File: config.mk
export PLATFORM = sky130hd
export DESIGN_NAME = zero_crossing_frequency_meter
export DESIGN_NICKNAME = d
export VERILOG_FILES = /design/src/hw/rtl/zcfm_pkg.sv /design/src/hw/rtl/zero_crossing_frequency_meter.sv /design/src/hw/rtl/zcfm_div.sv
export SDC_FILE = /design/constraint.sdc
export NUM_CORES = 1
export LEC_CHECK = 0
export ABC_CLOCK_PERIOD_IN_PS = 6000
export CAP_MARGIN = 0
export CORE_ASPECT_RATIO = 1.5
export CORE_UTILIZATION = 32
export DETAILED_ROUTE_END_ITERATION = 8
export DONT_BUFFER_PORTS = 1
export GPL_TIMING_DRIVEN = 0
export MAX_ROUTING_LAYER = met4
export SLEW_MARGIN = 25
export SYNTH_ARGS = -nofsm -noshare
export SYNTH_HDL_FRONTEND = slang
export SYNTH_SLANG_ARGS = --single-unit
File: constraint.sdc
create_clock -name i_clk -period 6 [get_ports i_clk]
set_input_delay 0.6 -clock i_clk [delete_from_list [all_inputs] [get_ports i_clk]]
set_output_delay 0.6 -clock i_clk [all_outputs]
set_load 0.01 [all_outputs]
File: src/hw/rtl/zcfm_pkg.sv
// ----------------------------------------------------------------------------
// zcfm_pkg
// Shared widths, limits and reset values of the zero crossing frequency meter.
// ----------------------------------------------------------------------------
package zcfm_pkg;

    localparam int SAMPLE_W = 24;
    localparam int RATE_W   = 18;
    localparam int FREQ_W   = 25;
    localparam int SUM_W    = 37;
    localparam int COUNT_W  = 12;
    localparam int INDEX_W  = 12;

    localparam int DEF_MAX_BLOCK     = 4096;
    localparam int DEF_FRACTION_BITS = 16;

    localparam logic [RATE_W-1:0]  RATE_RESET     = RATE_W'(48000);
    localparam logic [FREQ_W-1:0]  FREQ_MAX       = '1;
    localparam logic [COUNT_W-1:0] COUNT_MAX      = '1;
    localparam logic [COUNT_W-1:0] MIN_MEAN_COUNT = COUNT_W'(2);

endpackage

File: src/hw/rtl/zero_crossing_frequency_meter.sv
// ----------------------------------------------------------------------------
// zero_crossing_frequency_meter
// Rising zero crossing detector with interpolated timing, per-period
// frequency and block mean, all divisions on one serial divider.
// Each sample ends in a tail step. A crossing first runs the interpolation
// division, after the first crossing the frequency division, and the record
// step. After the final sample's tail the mean division runs when two or
// more periods were measured, then the result is loaded, held while stalled.
// One sample in flight at a time.
// Synchronous active-low reset clears all block state; sample rate -> 48000.
// ----------------------------------------------------------------------------
module zero_crossing_frequency_meter #(
    parameter int MAX_BLOCK     = zcfm_pkg::DEF_MAX_BLOCK,
    parameter int FRACTION_BITS = zcfm_pkg::DEF_FRACTION_BITS
) (
    input  logic                                 i_clk,
    input  logic                                 i_rst_n,
    input  logic                                 i_cfg_wr_en,
    input  logic [zcfm_pkg::RATE_W-1:0]          i_cfg_wr_data,
    input  logic                                 i_in_valid,
    output logic                                 o_in_stall,
    input  logic signed [zcfm_pkg::SAMPLE_W-1:0] i_sample,
    input  logic                                 i_last,
    output logic                                 o_out_valid,
    input  logic                                 i_out_stall,
    output logic [zcfm_pkg::FREQ_W-1:0]          o_mean_frequency,
    output logic                                 o_frequency_valid,
    output logic                                 o_trigger_found,
    output logic [zcfm_pkg::INDEX_W-1:0]         o_trigger_index
);

    import zcfm_pkg::*;

    localparam int FB  = FRACTION_BITS;
    localparam int PW  = $clog2(MAX_BLOCK);
    localparam int TW  = PW + FB;
    localparam int DVW = (FB + 26 > SUM_W) ? FB + 26 : SUM_W;
    localparam int DSW = (TW > SAMPLE_W) ? TW : SAMPLE_W;

    localparam logic [3:0] S_IDLE      = 4'd0;
    localparam logic [3:0] S_FRAC_GO   = 4'd1;
    localparam logic [3:0] S_FRAC_WAIT = 4'd2;
    localparam logic [3:0] S_FREQ_GO   = 4'd3;
    localparam logic [3:0] S_FREQ_WAIT = 4'd4;
    localparam logic [3:0] S_RECORD    = 4'd5;
    localparam logic [3:0] S_TAIL      = 4'd6;
    localparam logic [3:0] S_MEAN_GO   = 4'd7;
    localparam logic [3:0] S_MEAN_WAIT = 4'd8;
    localparam logic [3:0] S_OUT       = 4'd9;

    logic [3:0]                r_state;
    logic [3:0]                n_state;
    logic [RATE_W-1:0]         r_rate;
    logic [PW-1:0]             r_pos;
    logic signed [SAMPLE_W-1:0] r_prev;
    logic signed [SAMPLE_W-1:0] r_cur;
    logic                      r_final;
    logic [TW-1:0]             r_time;
    logic [TW-1:0]             r_last_time;
    logic                      r_seen;
    logic [SUM_W-1:0]          r_sum;
    logic [COUNT_W-1:0]        r_count;
    logic [PW-1:0]             r_first_idx;
    logic                      r_first_seen;

    logic                      r_out_valid;
    logic [FREQ_W-1:0]         r_out_mean;
    logic                      r_out_fvalid;
    logic                      r_out_found;
    logic [INDEX_W-1:0]        r_out_idx;

    logic                      in_accept;
    logic                      crossing;
    logic                      at_limit;
    logic                      out_free;
    logic                      mean_ok;
    logic [SAMPLE_W-1:0]       neg_prev;
    logic [SAMPLE_W-1:0]       span;
    logic [TW-1:0]             cross_time;
    logic [FREQ_W-1:0]         freq_sat;
    logic [INDEX_W+PW-1:0]     idx_ext;

    logic                      div_start;
    logic [DVW-1:0]            div_dividend;
    logic [DSW-1:0]            div_divisor;
    logic                      div_done;
    logic [DVW-1:0]            div_quo;

    assign o_in_stall = (r_state != S_IDLE);
    assign in_accept  = i_in_valid && !o_in_stall;
    assign at_limit   = (r_pos >= PW'(MAX_BLOCK - 1));
    assign crossing   = (r_pos != '0) && r_prev[SAMPLE_W-1] && !i_sample[SAMPLE_W-1] &&
                        (i_sample != '0);
    assign out_free   = !r_out_valid || !i_out_stall;
    assign mean_ok    = (r_count >= MIN_MEAN_COUNT);

    assign neg_prev   = SAMPLE_W'(-r_prev);
    assign span       = SAMPLE_W'(r_cur - r_prev);
    assign cross_time = {r_pos - PW'(1), {FB{1'b0}}} + TW'(div_quo[FB-1:0]);
    assign freq_sat   = (div_quo > DVW'(FREQ_MAX)) ? FREQ_MAX : div_quo[FREQ_W-1:0];
    assign idx_ext    = {{INDEX_W{1'b0}}, r_first_idx};

    always_comb begin
        div_start    = 1'b0;
        div_dividend = '0;
        div_divisor  = '0;
        case (r_state)
            S_FRAC_GO: begin
                div_start    = 1'b1;
                div_dividend = DVW'({neg_prev, {FB{1'b0}}});
                div_divisor  = DSW'(span);
            end
            S_FREQ_GO: begin
                div_start    = 1'b1;
                div_dividend = DVW'({r_rate, {(FB + 8){1'b0}}});
                div_divisor  = DSW'(r_time - r_last_time);
            end
            S_MEAN_GO: begin
                div_start    = 1'b1;
                div_dividend = DVW'(r_sum);
                div_divisor  = DSW'(r_count);
            end
            default: begin
                div_start = 1'b0;
            end
        endcase
    end

    zcfm_div #(
        .DVW (DVW),
        .DSW (DSW)
    ) u_div (
        .i_clk      (i_clk),
        .i_rst_n    (i_rst_n),
        .i_start    (div_start),
        .i_dividend (div_dividend),
        .i_divisor  (div_divisor),
        .o_done     (div_done),
        .o_quotient (div_quo)
    );

    always_comb begin
        n_state = r_state;
        case (r_state)
            S_IDLE: begin
                if (in_accept) n_state = crossing ? S_FRAC_GO : S_TAIL;
            end
            S_FRAC_GO:   n_state = S_FRAC_WAIT;
            S_FRAC_WAIT: begin
                if (div_done) n_state = r_seen ? S_FREQ_GO : S_RECORD;
            end
            S_FREQ_GO:   n_state = S_FREQ_WAIT;
            S_FREQ_WAIT: begin
                if (div_done) n_state = S_RECORD;
            end
            S_RECORD:    n_state = S_TAIL;
            S_TAIL: begin
                if (!r_final)    n_state = S_IDLE;
                else if (mean_ok) n_state = S_MEAN_GO;
                else             n_state = S_OUT;
            end
            S_MEAN_GO:   n_state = S_MEAN_WAIT;
            S_MEAN_WAIT: begin
                if (div_done) n_state = S_OUT;
            end
            S_OUT: begin
                if (out_free) n_state = S_IDLE;
            end
            default:     n_state = S_IDLE;
        endcase
    end

    always_ff @(posedge i_clk) begin
        if (!i_rst_n) begin
            r_state      <= S_IDLE;
            r_rate       <= RATE_RESET;
            r_pos        <= '0;
            r_prev       <= '0;
            r_last_time  <= '0;
            r_seen       <= 1'b0;
            r_sum        <= '0;
            r_count      <= '0;
            r_first_idx  <= '0;
            r_first_seen <= 1'b0;
            r_out_valid  <= 1'b0;
        end else begin
            r_state <= n_state;
            if (i_cfg_wr_en) r_rate <= i_cfg_wr_data;
            if (r_state == S_OUT && out_free) r_out_valid <= 1'b1;
            else if (!i_out_stall) r_out_valid <= 1'b0;

            case (r_state)
                S_FREQ_WAIT: begin
                    if (div_done) begin
                        r_sum <= r_sum + SUM_W'(freq_sat);
                        if (r_count != COUNT_MAX) r_count <= r_count + COUNT_W'(1);
                    end
                end
                S_RECORD: begin
                    r_last_time <= r_time;
                    r_seen      <= 1'b1;
                    if (!r_first_seen) begin
                        r_first_seen <= 1'b1;
                        r_first_idx  <= r_pos;
                    end
                end
                S_TAIL: begin
                    r_prev <= r_cur;
                    if (!r_final) r_pos <= r_pos + PW'(1);
                end
                S_OUT: begin
                    if (out_free) begin
                        r_pos        <= '0;
                        r_prev       <= '0;
                        r_last_time  <= '0;
                        r_seen       <= 1'b0;
                        r_sum        <= '0;
                        r_count      <= '0;
                        r_first_idx  <= '0;
                        r_first_seen <= 1'b0;
                    end
                end
                default: begin
                end
            endcase
        end
    end

    always_ff @(posedge i_clk) begin
        if (in_accept) begin
            r_cur   <= i_sample;
            r_final <= i_last || at_limit;
        end
        if (r_state == S_FRAC_WAIT && div_done) r_time <= cross_time;
        if (r_state == S_OUT && out_free) begin
            r_out_mean   <= mean_ok ? div_quo[FREQ_W-1:0] : '0;
            r_out_fvalid <= mean_ok;
            r_out_found  <= r_first_seen;
            r_out_idx    <= r_first_seen ? idx_ext[INDEX_W-1:0] : '0;
        end
    end

    assign o_out_valid       = r_out_valid;
    assign o_mean_frequency  = r_out_mean;
    assign o_frequency_valid = r_out_fvalid;
    assign o_trigger_found   = r_out_found;
    assign o_trigger_index   = r_out_idx;

    a_div_done_in_wait: assert property (@(posedge i_clk) disable iff (!i_rst_n)
        div_done |-> (r_state == S_FRAC_WAIT || r_state == S_FREQ_WAIT ||
                      r_state == S_MEAN_WAIT))
        else $error("divider finished outside a wait state");

    a_seen_match: assert property (@(posedge i_clk) disable iff (!i_rst_n)
        r_seen == r_first_seen)
        else $error("crossing flags disagree");

    a_count_needs_seen: assert property (@(posedge i_clk) disable iff (!i_rst_n)
        (r_count != '0) |-> r_seen)
        else $error("frequency counted without a prior crossing");

    a_out_hold: assert property (@(posedge i_clk) disable iff (!i_rst_n)
        (r_state == S_OUT && !out_free) |=> (r_state == S_OUT && r_out_valid))
        else $error("result dropped while output register was stalled");

endmodule

File: src/hw/rtl/zcfm_div.sv
// ----------------------------------------------------------------------------
// zcfm_div
// Restoring divider, one quotient bit per cycle, shared by all divisions.
// ----------------------------------------------------------------------------
module zcfm_div #(
    parameter int DVW = 42,
    parameter int DSW = 28
) (
    input  logic           i_clk,
    input  logic           i_rst_n,
    input  logic           i_start,
    input  logic [DVW-1:0] i_dividend,
    input  logic [DSW-1:0] i_divisor,
    output logic           o_done,
    output logic [DVW-1:0] o_quotient
);

    localparam int CW = $clog2(DVW + 1);

    logic           r_busy;
    logic           r_done;
    logic [CW-1:0]  r_cnt;
    logic [DSW-1:0] r_rem;
    logic [DSW-1:0] r_div;
    logic [DVW-1:0] r_quo;

    logic [DSW:0]   trial;
    logic           fits;

    assign trial = {r_rem, r_quo[DVW-1]};
    assign fits  = trial >= {1'b0, r_div};

    always_ff @(posedge i_clk) begin
        if (!i_rst_n) begin
            r_busy <= 1'b0;
            r_done <= 1'b0;
            r_cnt  <= '0;
        end else begin
            r_done <= 1'b0;
            if (i_start) begin
                r_busy <= 1'b1;
                r_cnt  <= CW'(DVW);
            end else if (r_busy) begin
                r_cnt <= r_cnt - CW'(1);
                if (r_cnt == CW'(1)) begin
                    r_busy <= 1'b0;
                    r_done <= 1'b1;
                end
            end
        end
    end

    always_ff @(posedge i_clk) begin
        if (i_start) begin
            r_rem <= '0;
            r_div <= i_divisor;
            r_quo <= i_dividend;
        end else if (r_busy) begin
            r_rem <= fits ? DSW'(trial - {1'b0, r_div}) : trial[DSW-1:0];
            r_quo <= {r_quo[DVW-2:0], fits};
        end
    end

    assign o_done     = r_done;
    assign o_quotient = r_quo;

endmodule

==> impl_metrics.json, run 1 <==
{
  "synthCells": 2043,
  "fin_util_pct": 36.3,
  "antenna_found_initial": 0,
  "post-synth-top-area-cell": "edfxtp_1",
  "max_freq_ghz": 0.183,
  "leakage_nw": 7.92,
  "synth-compound-area-share_pct": 19.6,
  "ant_nets": 0,
  "min_period_over_period_pct": 91.1,
  "syn_area_per_cell_um2": 9.57,
  "synth_edf_count": 162,
  "setup_viol": 0,
  "fillCellCount": 5972,
  "path_cells": "nor4_1, nand4_1, nor4_2, buf_2, clkbuf_1, nand2b_1, ha_1, fa_1, a21o_1, a21oi_2, o21bai_2, a21oi_4, nor4_2, o31a_4, a2111oi_4, buf_6, nor4_1, o21a_1",
  "vias_per_cell": 5.44,
  "worstSetupStartpointType": "flop",
  "postCtsSetupRepairBufs": 0,
  "syn-cell-area_um2": 19600,
  "crit_arrival_ns": 5.91,
  "rsz0062_at_grt": "no",
  "ys_types": 84,
  "synthXorXnorAreaFrac_pct": 6.45,
  "clock-sinks": 347,
  "drive_above_1_share_pct": 4.88,
  "outcome": "complete, no violations",
  "clockBufferDepth": 3,
  "slowest_stage": "nor4_2",
  "die_w_um": 204,
  "numCtsBuffers": 36,
  "clk_pin_slew_ns": 0.07,
  "ir_worst_vdd_mv": 0.212,
  "p_per_area_nw_per_um2": 411,
  "placementRows": 110,
  "portBuffers": 0,
  "synth_top_area_share_pct": 24.9,
  "period_needed_ns": 5.47,
  "relSlewSlack_pct": 30.2,
  "synthMuxAreaShare_pct": 1.91,
  "grtUsageTotal_pct": 19.6,
  "synthAdderAreaFrac_pct": 7.58,
  "worst_pin_slew_ns": 1.04,
  "holdWs_ns": 0.141,
  "clockRootBuffer": "clkbuf_16",
  "ys.warnings.count": 0,
  "synthTopCellsByArea": "edfxtp_1 (25%), dfxtp_1 (19%), ha_1 (7.2%)",
  "instances_no_fill": 2897,
  "path_class": "reg -> reg",
  "critPathCaptureType": "flop",
  "skew_ns": 0.0184,
  "pin_count": 89,
  "cts_hold_buf": 0,
  "dp_hpwl_um": 46300,
  "grt_overflow": 0,
  "hold_viol": 0,
  "maxCapViolations": 0,
  "core_area_um2": 60100,
  "clkLatencyLatePin_ns": 0.55,
  "grt_pass1_wl_um": 90800,
  "synth_ff_type": "dfxtp_1",
  "grt_pass1_vias": 15624,
  "yosysSeqAreaShare_pct": 43.8,
  "area_growth_pct": 11.8,
  "synth-simple-area-share_pct": 16.1,
  "grt_start_max_net_pins": 44,
  "cts_resized": 0,
  "hp-class": "in -> reg",
  "die_height_um": 305,
  "max_stage_delay_ns": 0.63,
  "slew_viol_final": 0,
  "path_max_fanout": 10,
  "vias": 15747,
  "async_flop_share_pct": 0,
  "wl_um": 59900,
  "synth_fp_nets": 2207,
  "synth-seq-cells": 347,
  "place.gp.congestion": 0.972,
  "drcViolationCount": 0,
  "synth_top_family_by_area": "compound AO/OA/AOI/OAI gates",
  "nets": 2249,
  "crit_required_ns": 6.44,
  "detail_route.first_pass.iterations": 6,
  "routedWlPerCell_um": 20.7,
  "start_util_pct": 32.5,
  "tritoncts": "yes",
  "total_power_mw": 8.99,
  "initialDrtViolationCount": 1370,
  "cts_max_level": 2,
  "placed_cells_incl_taps": 2831,
  "dieArea_um2": 62100
}
-- report_power, final --
part / leakage [nW] / total (mW) / switching, mW / internal (mW)
Combinational: 4.31 / 3.36 / 2.05 / 1.31
Sequential: 3.00 / 3.25 / 0.317 / 2.94
Clock: 0.605 / 2.38 / 1.01 / 1.37
-- final timing paths --
check	from	endpoint	slack (ns)	cells after the start
worst min register to register	u_div.r_rem[26]	u_div.r_rem[26]	0.48	2
worst max register to register	u_div.o_quotient[39]	r_sum[26]	0.53	18
worst max-delay path	u_div.o_quotient[39]	r_sum[26]	0.53	18
worst min-delay path	i_sample[12]	r_cur[12]	0.14	0
-- critical path: cells and delay by family (launching register included) --
kind,cells,cell delay [ns]
AOI/OAI and AO/OA,7,1.74
adders and majority gates,2,0.65
buffers and inverters,3,0.97
DFF,1,0.45
and+or+nand+nor,6,1.54
-- area by class of cell --
class / count / area (um^2) / area share (%)
antenna: 2 / 5.00 / 0.0229
buffer: 96 / 399 / 1.83
clock buffer: 46 / 1030 / 4.74
clock inverter: 18 / 195 / 0.893
inverter: 127 / 477 / 2.18
multi-input combinational: 1473 / 10100 / 46.4
sequential: 347 / 8570 / 39.2
tap: 784 / 981 / 4.49
timing repair buffer: 4 / 60.1 / 0.275
-- synthesized netlist by cell type, drive strengths merged, types with 16 or more instances --
master and instances:
a211oi 25, a21boi 29, a21o 39, a21oi 123, a22o 46, a22oi 47
a31oi 16, and2 47, and3 20, clkbuf 85, dfxtp 185, edfxtp 162
ha 112, inv 127, mux2i 35, nand2 133, nand2b 40, nand3 69
nand4 24, nor2 140, nor2b 64, nor3 25, nor4 19, o21ai 95
xnor2 83, xor2 61
-- flip-flops by register name, indices dropped and copies added, names as in the netlist --
register and flops:
o_frequency_valid 1, o_mean_frequency 25, o_out_valid 1, o_trigger_found 1, o_trigger_index 12, r_count 12
r_cur 24, r_final 1, r_first_idx 12, r_first_seen 1, r_last_time 28, r_pos 12
r_prev 24, r_rate 18, r_state 4, r_sum 37, r_time 28, u_div.o_done 1
u_div.o_quotient 42, u_div.r_busy 1, u_div.r_cnt 6, u_div.r_div 28, u_div.r_rem 28
-- stage by stage --
step,worst slack (ns),cell area (um^2),setup TNS [ns]
floorplan,1.79,19600,0
finish,0.532,21800,0
CTS,0.522,21800,0
global placement,-0.346,20500,-2.53
detailed placement,0.544,20600,0
global route,0.327,21800,0
-- cells by family (layout without fill, tap and decap cells) --
logic type	Yosys count	count (layout)
xor gates and xnor gates	144	144
DFF	347	347
AOI/OAI and AO/OA	553	553
adders and majority gates	116	116
muxes	37	37
and+or+nand+nor	623	623
buffers and inverters	223	291
other	0	2
-- layout by cell type, fill, tap and decap left out, types with 17 or more instances in the layout --
cell / Yosys / final
nand2b_1: 40 / 39
xnor2_1: 83 / 83
a22oi_1: 47 / 47
clkbuf_16: 0 / 40
dfxtp_1: 185 / 185
a21boi_0: 29 / 29
edfxtp_1: 162 / 162
nor4_1: 18 / 17
nand3_1: 69 / 69
nor2b_1: 64 / 64
a21oi_1: 118 / 118
a22o_1: 46 / 46
clkbuf_1: 84 / 87
xor2_1: 61 / 61
a21o_1: 39 / 39
o21ai_0: 71 / 71
nand2_1: 133 / 133
and2_1: 47 / 47
mux2i_1: 35 / 35
nor3_1: 25 / 24
nor2_1: 140 / 140
inv_1: 127 / 126
a211oi_1: 22 / 22
ha_1: 112 / 112
o21ai_1: 24 / 24
nand4_1: 24 / 24
-- metal layers --
| layer | wire length (um) | up-vias | global-route usage (%) |
|---|---|---|---|
| met2 | 31500 | 458 | 35.8 |
| li1 | - | 7520 | - |
| met1 | 22200 | 7626 | 20.2 |
| met4 | 3580 | 0 | 10.6 |
| met3 | 2690 | 143 | 2.44 |
| met5 | 0 | - | - |
No activity file was read; power rests on OpenSTA's default activity.
==> inputs of run 2 (changes only) <==
- CELL_PAD_IN_SITES_DETAIL_PLACEMENT: unset -> 1
- CELL_PAD_IN_SITES_GLOBAL_PLACEMENT: unset -> 2
- PLACE_DENSITY_LB_ADDON: unset -> 0.1
==> impl_metrics.json, run 2 (synthesized netlist as in run 1, its figures left out) <==
{
  "outcome": "complete, no violations",
  "placementRows": 110,
  "grt_start_max_net_pins": 43,
  "antenna_found_initial": 1,
  "cts_resized": 0,
  "dp_hpwl_um": 54300,
  "nets": 2255,
  "drive_above_1_share_pct": 4.99,
  "detail_route.first_pass.iterations": 7,
  "initialDrtViolationCount": 797,
  "max_freq_ghz": 0.191,
  "largest_reg_flops": 42,
  "grt_pass1_wl_um": 104000,
  "worst_pin_slew_ns": 1.03,
  "hp-class": "in -> reg",
  "grt_pass1_vias": 16542,
  "path_max_fanout": 10,
  "maxCapViolations": 0,
  "fillCellCount": 6852,
  "fin_setup_tns_ns": 0,
  "vias": 15595,
  "worstSetupStartpointType": "flop",
  "postCtsSetupRepairBufs": 0,
  "clock-sinks": 347,
  "postPlaceCellArea_um2": 20700,
  "critPathCaptureType": "flop",
  "start_util_pct": 32.5,
  "dieArea_um2": 62100,
  "drcViolationCount": 0,
  "diodes": 0,
  "relSlewSlack_pct": 31.6,
  "total_power_mw": 9.41,
  "multi_input_area_um2": 10100,
  "crit_required_ns": 6.47,
  "grt_overflow": 0,
  "ir_worst_vdd_mv": 0.232,
  "power_frac_seq_pct": 34.4,
  "slew_viol_final": 0,
  "wl_um": 68900,
  "leakage_nw": 7.99,
  "place.gp.congestion": 0.885,
  "die_height_um": 305,
  "grtUsageTotal_pct": 22.8,
  "clockBufferDepth": 3,
  "portBuffers": 0,
  "core_area_um2": 60100,
  "pin_count": 89,
  "vias_per_cell": 5.36,
  "crit_arrival_ns": 5.71,
  "clkLatencyLatePin_ns": 0.57,
  "seq_area_um2": 8570,
  "p_per_area_nw_per_um2": 428,
  "cts_hold_buf": 0,
  "p_clk_share_pct": 27.3,
  "tritoncts": "yes",
  "numCtsBuffers": 40,
  "routedWlPerCell_um": 23.7,
  "holdWs_ns": 0.118,
  "ant_nets": 0,
  "hold_viol": 0,
  "instances_no_fill": 2907,
  "die_w_um": 204,
  "min_period_over_period_pct": 87.4,
  "layout_commonest_cell": "dfxtp_1",
  "area_growth_pct": 12.5,
  "p_sw_share_pct": 38.5,
  "comb_power_share_pct": 38.3,
  "final_area_um2": 22000,
  "layout_common_cells": "dfxtp_1 (185), edfxtp_1 (162), nor2_1 (140)",
  "rsz0062_at_grt": "no",
  "skew_ns": 0.0234,
  "clockRootBuffer": "clkbuf_16",
  "cts_max_level": 2,
  "p_sw_mw": 3.62,
  "placed_cells_incl_taps": 2833,
  "intPower_mw": 5.78,
  "dp_worst_setup_slack_ns": 0.709,
  "path_class": "reg -> reg",
  "fin_util_pct": 36.6,
  "setup_ws_ns": 0.757,
  "period_needed_ns": 5.24,
  "clk_pin_slew_ns": 0.07,
  "setup_viol": 0
}
run 2: cell count changes in the layout (fill, tap and decap cells not counted), sizes merged:
cell and change:
diode -2, clkbuf +9, inv -3, clkinv +2, buf +2, bufinv +2
run 2: cell type report:
type	instances	area share, %
plain buffers	96	1.82
clock buffers	55	5.05
clock inverters	19	1.07
inverters	127	2.17
multi-input cells	1473	46.1
flip-flops and latches	347	39.0
well taps	784	4.46
repair buffers	6	0.421
run 2: path summary, 6_finish.rpt:
path	from	to	slack (ns)	cells after the start
worst min-delay path	i_sample[23]	r_cur[23]	0.12	0
worst max-delay path	u_div.o_quotient[39]	r_sum[26]	0.76	19
worst max register to register	u_div.o_quotient[39]	r_sum[26]	0.76	19
worst min register to register	r_last_time[11]	r_last_time[11]	0.47	1
run 2: worst max-delay path, cell delays in order (launching register included):
cell	delay (ns)
edfxtp_1	0.45
nor4_1	0.44
nand4_1	0.26
nor4_2	0.18
buf_2	0.22
buf_2	0.23
clkbuf_1	0.46
nand2b_1	0.12
ha_1	0.26
fa_1	0.42
a21o_1	0.19
a21oi_2	0.19
o21bai_2	0.12
a21oi_4	0.21
nor4_2	0.11
o31a_4	0.38
a2111oi_4	0.45
buf_6	0.20
nor4_1	0.05
o21a_1	0.17
run 2: power by group through the flow:
stage          clock network (mW)  logic, mW  registers, mW
2_1_floorplan                   0       2.48           3.14
3_3_place_gp                    0       3.51           3.29
3_5_place_dp                    0       3.59           3.29
4_1_cts                      2.66       3.62           3.24
5_1_grt                      2.73       3.94           3.27
6_report                     2.57       3.60           3.23
run 2: metal layers:
layer / share of wire, % / global-route usage (%)
met4: 3.1 / 7.31
met1: 40 / 25.3
met3: 3.0 / 2.45
met2: 54 / 42.0
met5: 0 / -
